--- src/rtl/sbot_pkg.sv ---
package sbot_pkg;

    localparam int CoordW = 16;
    localparam int DiffW  = 17;
    localparam int ProdW  = 34;
    localparam int QuotW  = 34;
    localparam int WideW  = 35;

    typedef enum logic [1:0] {
        CMD_LOAD_VERTEX  = 2'd0,
        CMD_LOAD_SEGMENT = 2'd1,
        CMD_TEST         = 2'd2,
        CMD_NONE         = 2'd3
    } cmd_t;

    typedef enum logic [1:0] {
        LINE_LOW_Y  = 2'd0,
        LINE_HIGH_Y = 2'd1,
        LINE_LOW_X  = 2'd2,
        LINE_HIGH_X = 2'd3
    } line_sel_t;

    typedef struct packed {
        logic      capture;
        logic      write_vertex;
        logic      write_segment;
        logic      read_segment;
        logic      read_start;
        logic      read_end;
        logic      latch_start;
        logic      latch_end;
        logic      check_inside;
        logic      setup_line;
        line_sel_t line;
        logic      div_start;
        logic      div_step;
        logic      finish_line;
        logic      clear_hit;
    } sbot_cmd_t;

    typedef struct packed {
        logic      cmd_is_vertex;
        logic      cmd_is_segment;
        logic      cmd_is_test;
        logic      slot_ok;
        logic      line_crossed;
        logic      div_done;
        logic      hit;
    } sbot_status_t;

endpackage

--- src/rtl/sbot_ctrl.sv ---
module sbot_ctrl (
    input  logic                    clk,
    input  logic                    rst_n,
    input  logic                    in_valid,
    output logic                    in_ready,
    output logic                    out_valid,
    input  logic                    out_ready,
    output logic                    hit,
    output sbot_pkg::sbot_cmd_t     ctl,
    input  sbot_pkg::sbot_status_t  sts
);

    typedef enum logic [3:0] {
        S_IDLE,
        S_DECODE,
        S_RD_SEG,
        S_RD_START,
        S_LATCH_START,
        S_LATCH_END,
        S_INSIDE,
        S_SETUP,
        S_DIV_START,
        S_DIV,
        S_FINISH,
        S_OUT
    } state_t;

    state_t state_reg;
    sbot_pkg::line_sel_t line_reg;
    logic out_valid_reg;

    assign in_ready  = (state_reg == S_IDLE);
    assign out_valid = out_valid_reg;
    assign hit       = sts.hit;

    always_comb
    begin
        ctl = '0;
        ctl.line = line_reg;
        unique case (state_reg)
            S_IDLE:        ctl.capture = in_valid;
            S_DECODE:
            begin
                ctl.write_vertex  = sts.cmd_is_vertex;
                ctl.write_segment = sts.cmd_is_segment;
                ctl.read_segment  = sts.cmd_is_test;
                ctl.clear_hit     = 1'b1;
            end
            S_RD_SEG:      ctl.read_start = 1'b1;
            S_RD_START:
            begin
                ctl.latch_start = 1'b1;
                ctl.read_end    = 1'b1;
            end
            S_LATCH_START: ctl.latch_end = 1'b1;
            S_LATCH_END:   ctl.check_inside = 1'b1;
            S_INSIDE:      ctl.setup_line = 1'b1;
            S_SETUP:       ctl.div_start = 1'b1;
            S_DIV_START:   ctl.div_step = 1'b1;
            S_DIV:         ctl.div_step = 1'b1;
            S_FINISH:      ctl.finish_line = 1'b1;
            S_OUT:         ctl.clear_hit = 1'b0;
            default:       ctl.clear_hit = 1'b0;
        endcase
    end

    always_ff @(posedge clk or negedge rst_n)
    begin
        if (!rst_n)
        begin
            state_reg     <= S_IDLE;
            line_reg      <= sbot_pkg::LINE_LOW_Y;
            out_valid_reg <= 1'b0;
        end
        else
        begin
            unique case (state_reg)
                S_IDLE:
                    if (in_valid)
                        state_reg <= S_DECODE;
                S_DECODE:
                begin
                    line_reg <= sbot_pkg::LINE_LOW_Y;
                    if (sts.cmd_is_test && !sts.slot_ok)
                    begin
                        out_valid_reg <= 1'b1;
                        state_reg     <= S_OUT;
                    end
                    else if (sts.cmd_is_test)
                        state_reg <= S_RD_SEG;
                    else
                        state_reg <= S_IDLE;
                end
                S_RD_SEG:      state_reg <= S_RD_START;
                S_RD_START:    state_reg <= S_LATCH_START;
                S_LATCH_START: state_reg <= S_LATCH_END;
                S_LATCH_END:   state_reg <= S_INSIDE;
                S_INSIDE:      state_reg <= S_SETUP;
                S_SETUP:
                    state_reg <= sts.line_crossed ? S_DIV_START : S_FINISH;
                S_DIV_START:   state_reg <= S_DIV;
                S_DIV:
                    if (sts.div_done)
                        state_reg <= S_FINISH;
                S_FINISH:
                begin
                    if (line_reg == sbot_pkg::LINE_HIGH_X)
                    begin
                        out_valid_reg <= 1'b1;
                        state_reg     <= S_OUT;
                    end
                    else
                    begin
                        line_reg  <= sbot_pkg::line_sel_t'(2'(line_reg) + 2'd1);
                        state_reg <= S_INSIDE;
                    end
                end
                S_OUT:
                begin
                    if (out_valid_reg && out_ready)
                    begin
                        out_valid_reg <= 1'b0;
                        state_reg     <= S_IDLE;
                    end
                end
                default: state_reg <= S_IDLE;
            endcase
        end
    end

endmodule

--- config.mk ---
export PLATFORM = sky130hd
export DESIGN_NAME = sbot_ctrl
export DESIGN_NICKNAME = d
export VERILOG_FILES = /design/src/rtl/sbot_pkg.sv /design/src/rtl/sbot_ctrl.sv
export SDC_FILE = /design/constraint.sdc
export NUM_CORES = 1
export LEC_CHECK = 0
export BUFFER_PORTS_ARGS = -buffer_cell sky130_fd_sc_hd__clkbuf_2
export CELL_PAD_IN_SITES_DETAIL_PLACEMENT = 1
export CELL_PAD_IN_SITES_GLOBAL_PLACEMENT = 1
export CORE_ASPECT_RATIO = 0.75
export CORE_MARGIN = 3
export CORE_UTILIZATION = 32
export CTS_BUF_LIST = sky130_fd_sc_hd__clkbuf_8
export CTS_CLUSTER_DIAMETER = 150
export DETAILED_ROUTE_END_ITERATION = 10
export PLACE_DENSITY = 0.86
export SLEW_MARGIN = 20
export SYNTH_ARGS = -nofsm -noshare
export SYNTH_HDL_FRONTEND = slang
export SYNTH_SLANG_ARGS = --single-unit
--- constraint.sdc ---
create_clock -name clk -period 1.8 [get_ports clk]
set_input_delay 0.18 -clock clk [delete_from_list [all_inputs] [get_ports clk]]
set_output_delay 0.18 -clock clk [all_outputs]
set_load 0.02 [all_outputs]
==> impl_results.rst <==
.. list-table::
   :header-rows: 1

   * - Metric
     - Value
   * - Outcome
     - finished clean
   * - Critical path data arrival time
     - 1.40 ns
   * - Setup Crit Path Kind
     - register to primary output
   * - Uppermost routed layer
     - met4
   * - Number of remaining DRC errors
     - 0
   * - Number of synthesized register bits
     - 7
   * - Maximum clock path buffer count
     - 2
   * - Final routed wire length divided by cell count
     - 15.4 µm
   * - Hold/Removal Path Class
     - input port to asynchronous set/reset pin
   * - Horizontal extent of the die
     - 56.5 µm
   * - Ordered cell list for the critical path
     - nor2_1 > nand2_1 > inv_1 > clkbuf_2
   * - Max Slew Vio Count
     - 0
   * - Number of global-route vias before repair
     - 717
   * - Remaining number of nets flagged by the antenna check after routing
     - 0
   * - P_leak
     - 0.419 nW
   * - Count of max-cap constraint violations
     - 0
   * - Maximum VDD drop
     - 1.04 mV
   * - Met1 wire length
     - 915 µm
   * - Async set-reset flop share out of synthesis
     - 100%
   * - Overflow after GRT
     - 0
   * - Max reg flops
     - 4
   * - Utilization after layout
     - 46.9%
   * - Register clock-pin slew on the reported worst setup and hold paths
     - 0.04 ns
   * - Floorplan die height
     - 43.9 µm
   * - Synth warnings
     - 0
   * - Antenna Cells
     - 0
   * - Synth top cells by count
     - nor2_1, nand2_1, dfrtp_1
   * - Final cycle utilization of the critical path
     - 87.8%
   * - Root cell of the clock tree
     - clkbuf_8
   * - Ranking of synthesized cells by area
     - dfrtp_1, nor2_1, nand2b_1
   * - Starting density of the core
     - 34.5%
   * - Most area-hungry cell type in the Yosys netlist
     - dfrtp_1
   * - Netlist area before placement
     - 612 µm²
   * - Number of vias per cell after detailed routing
     - 5.29
   * - Total length of routed wires
     - 2040 µm
   * - Worst path bufs/invs
     - 2
   * - Count of instances resized after the clock tree is built
     - 0
   * - Power density cells
     - 2030 mW/mm²
   * - Number of flops mapped to enable cells by yosys
     - 0
   * - Worst-case headroom to the max-slew limit
     - 72.3%
   * - Required time worst endpoint
     - 1.62 ns
   * - CTS HTree Levels
     - 1
   * - Pin count of the biggest net entering global routing
     - 14
   * - Synthesized instance count
     - 80
   * - CP Capture Type
     - primary output
   * - Met2 wirelength from detailed routing
     - 960 µm
   * - Final Setup Violations
     - 0
   * - Clock sinks
     - 7
   * - Vias after detailed routing
     - 698
   * - Placeable core region
     - 0.00177 mm²
   * - Slowest stage cell, crit path
     - dfrtp_1
   * - Combined global-route utilization of all metal layers
     - 17.9%
   * - Pre-antenna DRT Iters
     - 4
   * - Clk Latency, worst-skew pair
     - 0.24 ns
   * - Final-layout setup total negative slack
     - 0 ns
   * - Initial antenna violation count
     - 0
   * - Maximum fanout encountered on the critical timing path
     - 10
   * - CTS tree
     - yes
   * - Slew @ Worst Pin
     - 0.412 ns
   * - Dominant cell by count in the synthesized netlist
     - nor2_1
   * - Synthesized netlist net count
     - 92
   * - I/O pin total
     - 30
   * - Placer Congestion
     - 0.871
   * - Cell family with the largest share of critical-path delay
     - flip-flops
   * - Tmin final
     - 1.58 ns
   * - Total number of placement rows
     - 13
   * - Nets
     - 123
   * - Final setup skew
     - 0.00296 ns
   * - Multi-input gate area in the final layout
     - 392 µm²
   * - Number of clock buffers inserted by TritonCTS
     - 3
   * - Average instance area after synthesis
     - 7.65 µm²
   * - First-pass GRT wire length
     - 3340 µm
   * - Share of the yosys chip area belonging to registers
     - 28.6%
   * - Area share of the largest cell type after synthesis
     - 28.6%
   * - Post-route insts no fill
     - 132
   * - Main synth FF type
     - dfrtp_1
   * - Share of post-route cells with drive strength above 1
     - 35.5%
   * - Setup repair after global routing missed its margin
     - no
   * - DP Wirelength
     - 1590 µm
   * - Area used by sequential logic in the layout
     - 175 µm²
   * - Maximum clock frequency
     - 633 MHz
   * - Growth of design area from synthesis to finish
     - 35.8%
   * - Die ar.
     - 0.00248 mm²
   * - Number of endpoints with negative hold slack in the final report
     - 0
   * - Fill cells
     - 241
   * - Type of element launching the critical path
     - register
   * - Count of cell types in the netlist
     - 35
   * - Buffers added on ports
     - 27
   * - Total instance count after detailed placement
     - 127
   * - Iteration-0 DRC count of the detailed router
     - 15
   * - CP max stage delay
     - 0.47 ns
   * - Amount of wire on met3 after detailed routing
     - 146 µm
==> worst paths after layout <==
check / start / end / slack (ns) / depth (start not counted)
setup / recovery: state_reg[3] / ctl[0] / 0.22 / 4
hold / removal: rst_n / state_reg[2] / 0.33 / 2
setup reg to reg: state_reg[3] / out_valid / 0.25 / 4
hold reg to reg: line_reg[0] / line_reg[0] / 0.52 / 1
max in group asynchronous: rst_n / state_reg[1] / 1.31 / 2
min in group clk: out_ready / state_reg[1] / 0.34 / 3
==> power breakdown <==
part	internal [mW]	total, mW	switching, mW
sequential	0.236	0.357	0.121
clock	0.151	0.230	0.0789
combinational	0.431	1.10	0.672
total	0.817	1.69	0.871
==> cells in the final DEF (no fill, tap or decap), types with 2 or more instances in the layout <==
cell type	n
clkbuf_2	27
nor2_1	12
nand2_1	8
dfrtp_1	7
nand2b_1	6
nor3_1	5
buf_4	5
and3_1	4
nor2b_1	3
clkbuf_8	3
inv_1	2
o21ai_1	2
o21ai_0	2
==> area by class of cell <==
cell class	count	share of cell area [%]
Tap cell	22	3.31
Clock inverter	1	0.602
Inverter	2	0.904
Timing Repair Buffer	33	22.0
Clock buffer	3	4.97
Sequential cell	7	21.1
Multi-Input combinational cell	64	47.1
==> worst register-to-register path, stage by stage (launching register included) <==
cell and delay [ns]:
dfrtp_1 0.47, nand2b_1 0.24, a211oi_2 0.10, o41ai_1 0.43, o21ai_1 0.15
==> logic make-up (layout without fill, tap and decap cells) <==
group	Yosys count	count (layout)	share of synthesized area, %
simple gates	44	44	38.7
compound gates	18	18	21.7
buf+inv	9	39	7.36
flops	7	7	28.6
fa+ha+maj	1	1	2.04
mux	1	1	1.64
==> per-stage QoR <==
step	hold WS [ns]	power (mW)	area, µm²	worst slack, ns
CTS	0.327	1.70	831	0.218
floorplan	-0.116	1.10	612	0.401
global route	0.344	1.83	831	0.0945
finish	0.325	1.69	831	0.220
detailed placement	0.0233	1.45	774	0.292
global placement	0.0267	1.40	774	0.397
==> metal layers <==
metal	vias to the layer above	track usage, %
met5	-	0
met4	0	6.64
met3	3	6.55
met2	22	30.0
met1	330	21.3
li1	343	-
==> timing repair <==
action                                 CTS  global route
setup buffers                            0             0
hold buffers                             1             0
endpoints found under the hold margin    7             0
No activity file was read; power rests on OpenSTA's default activity.
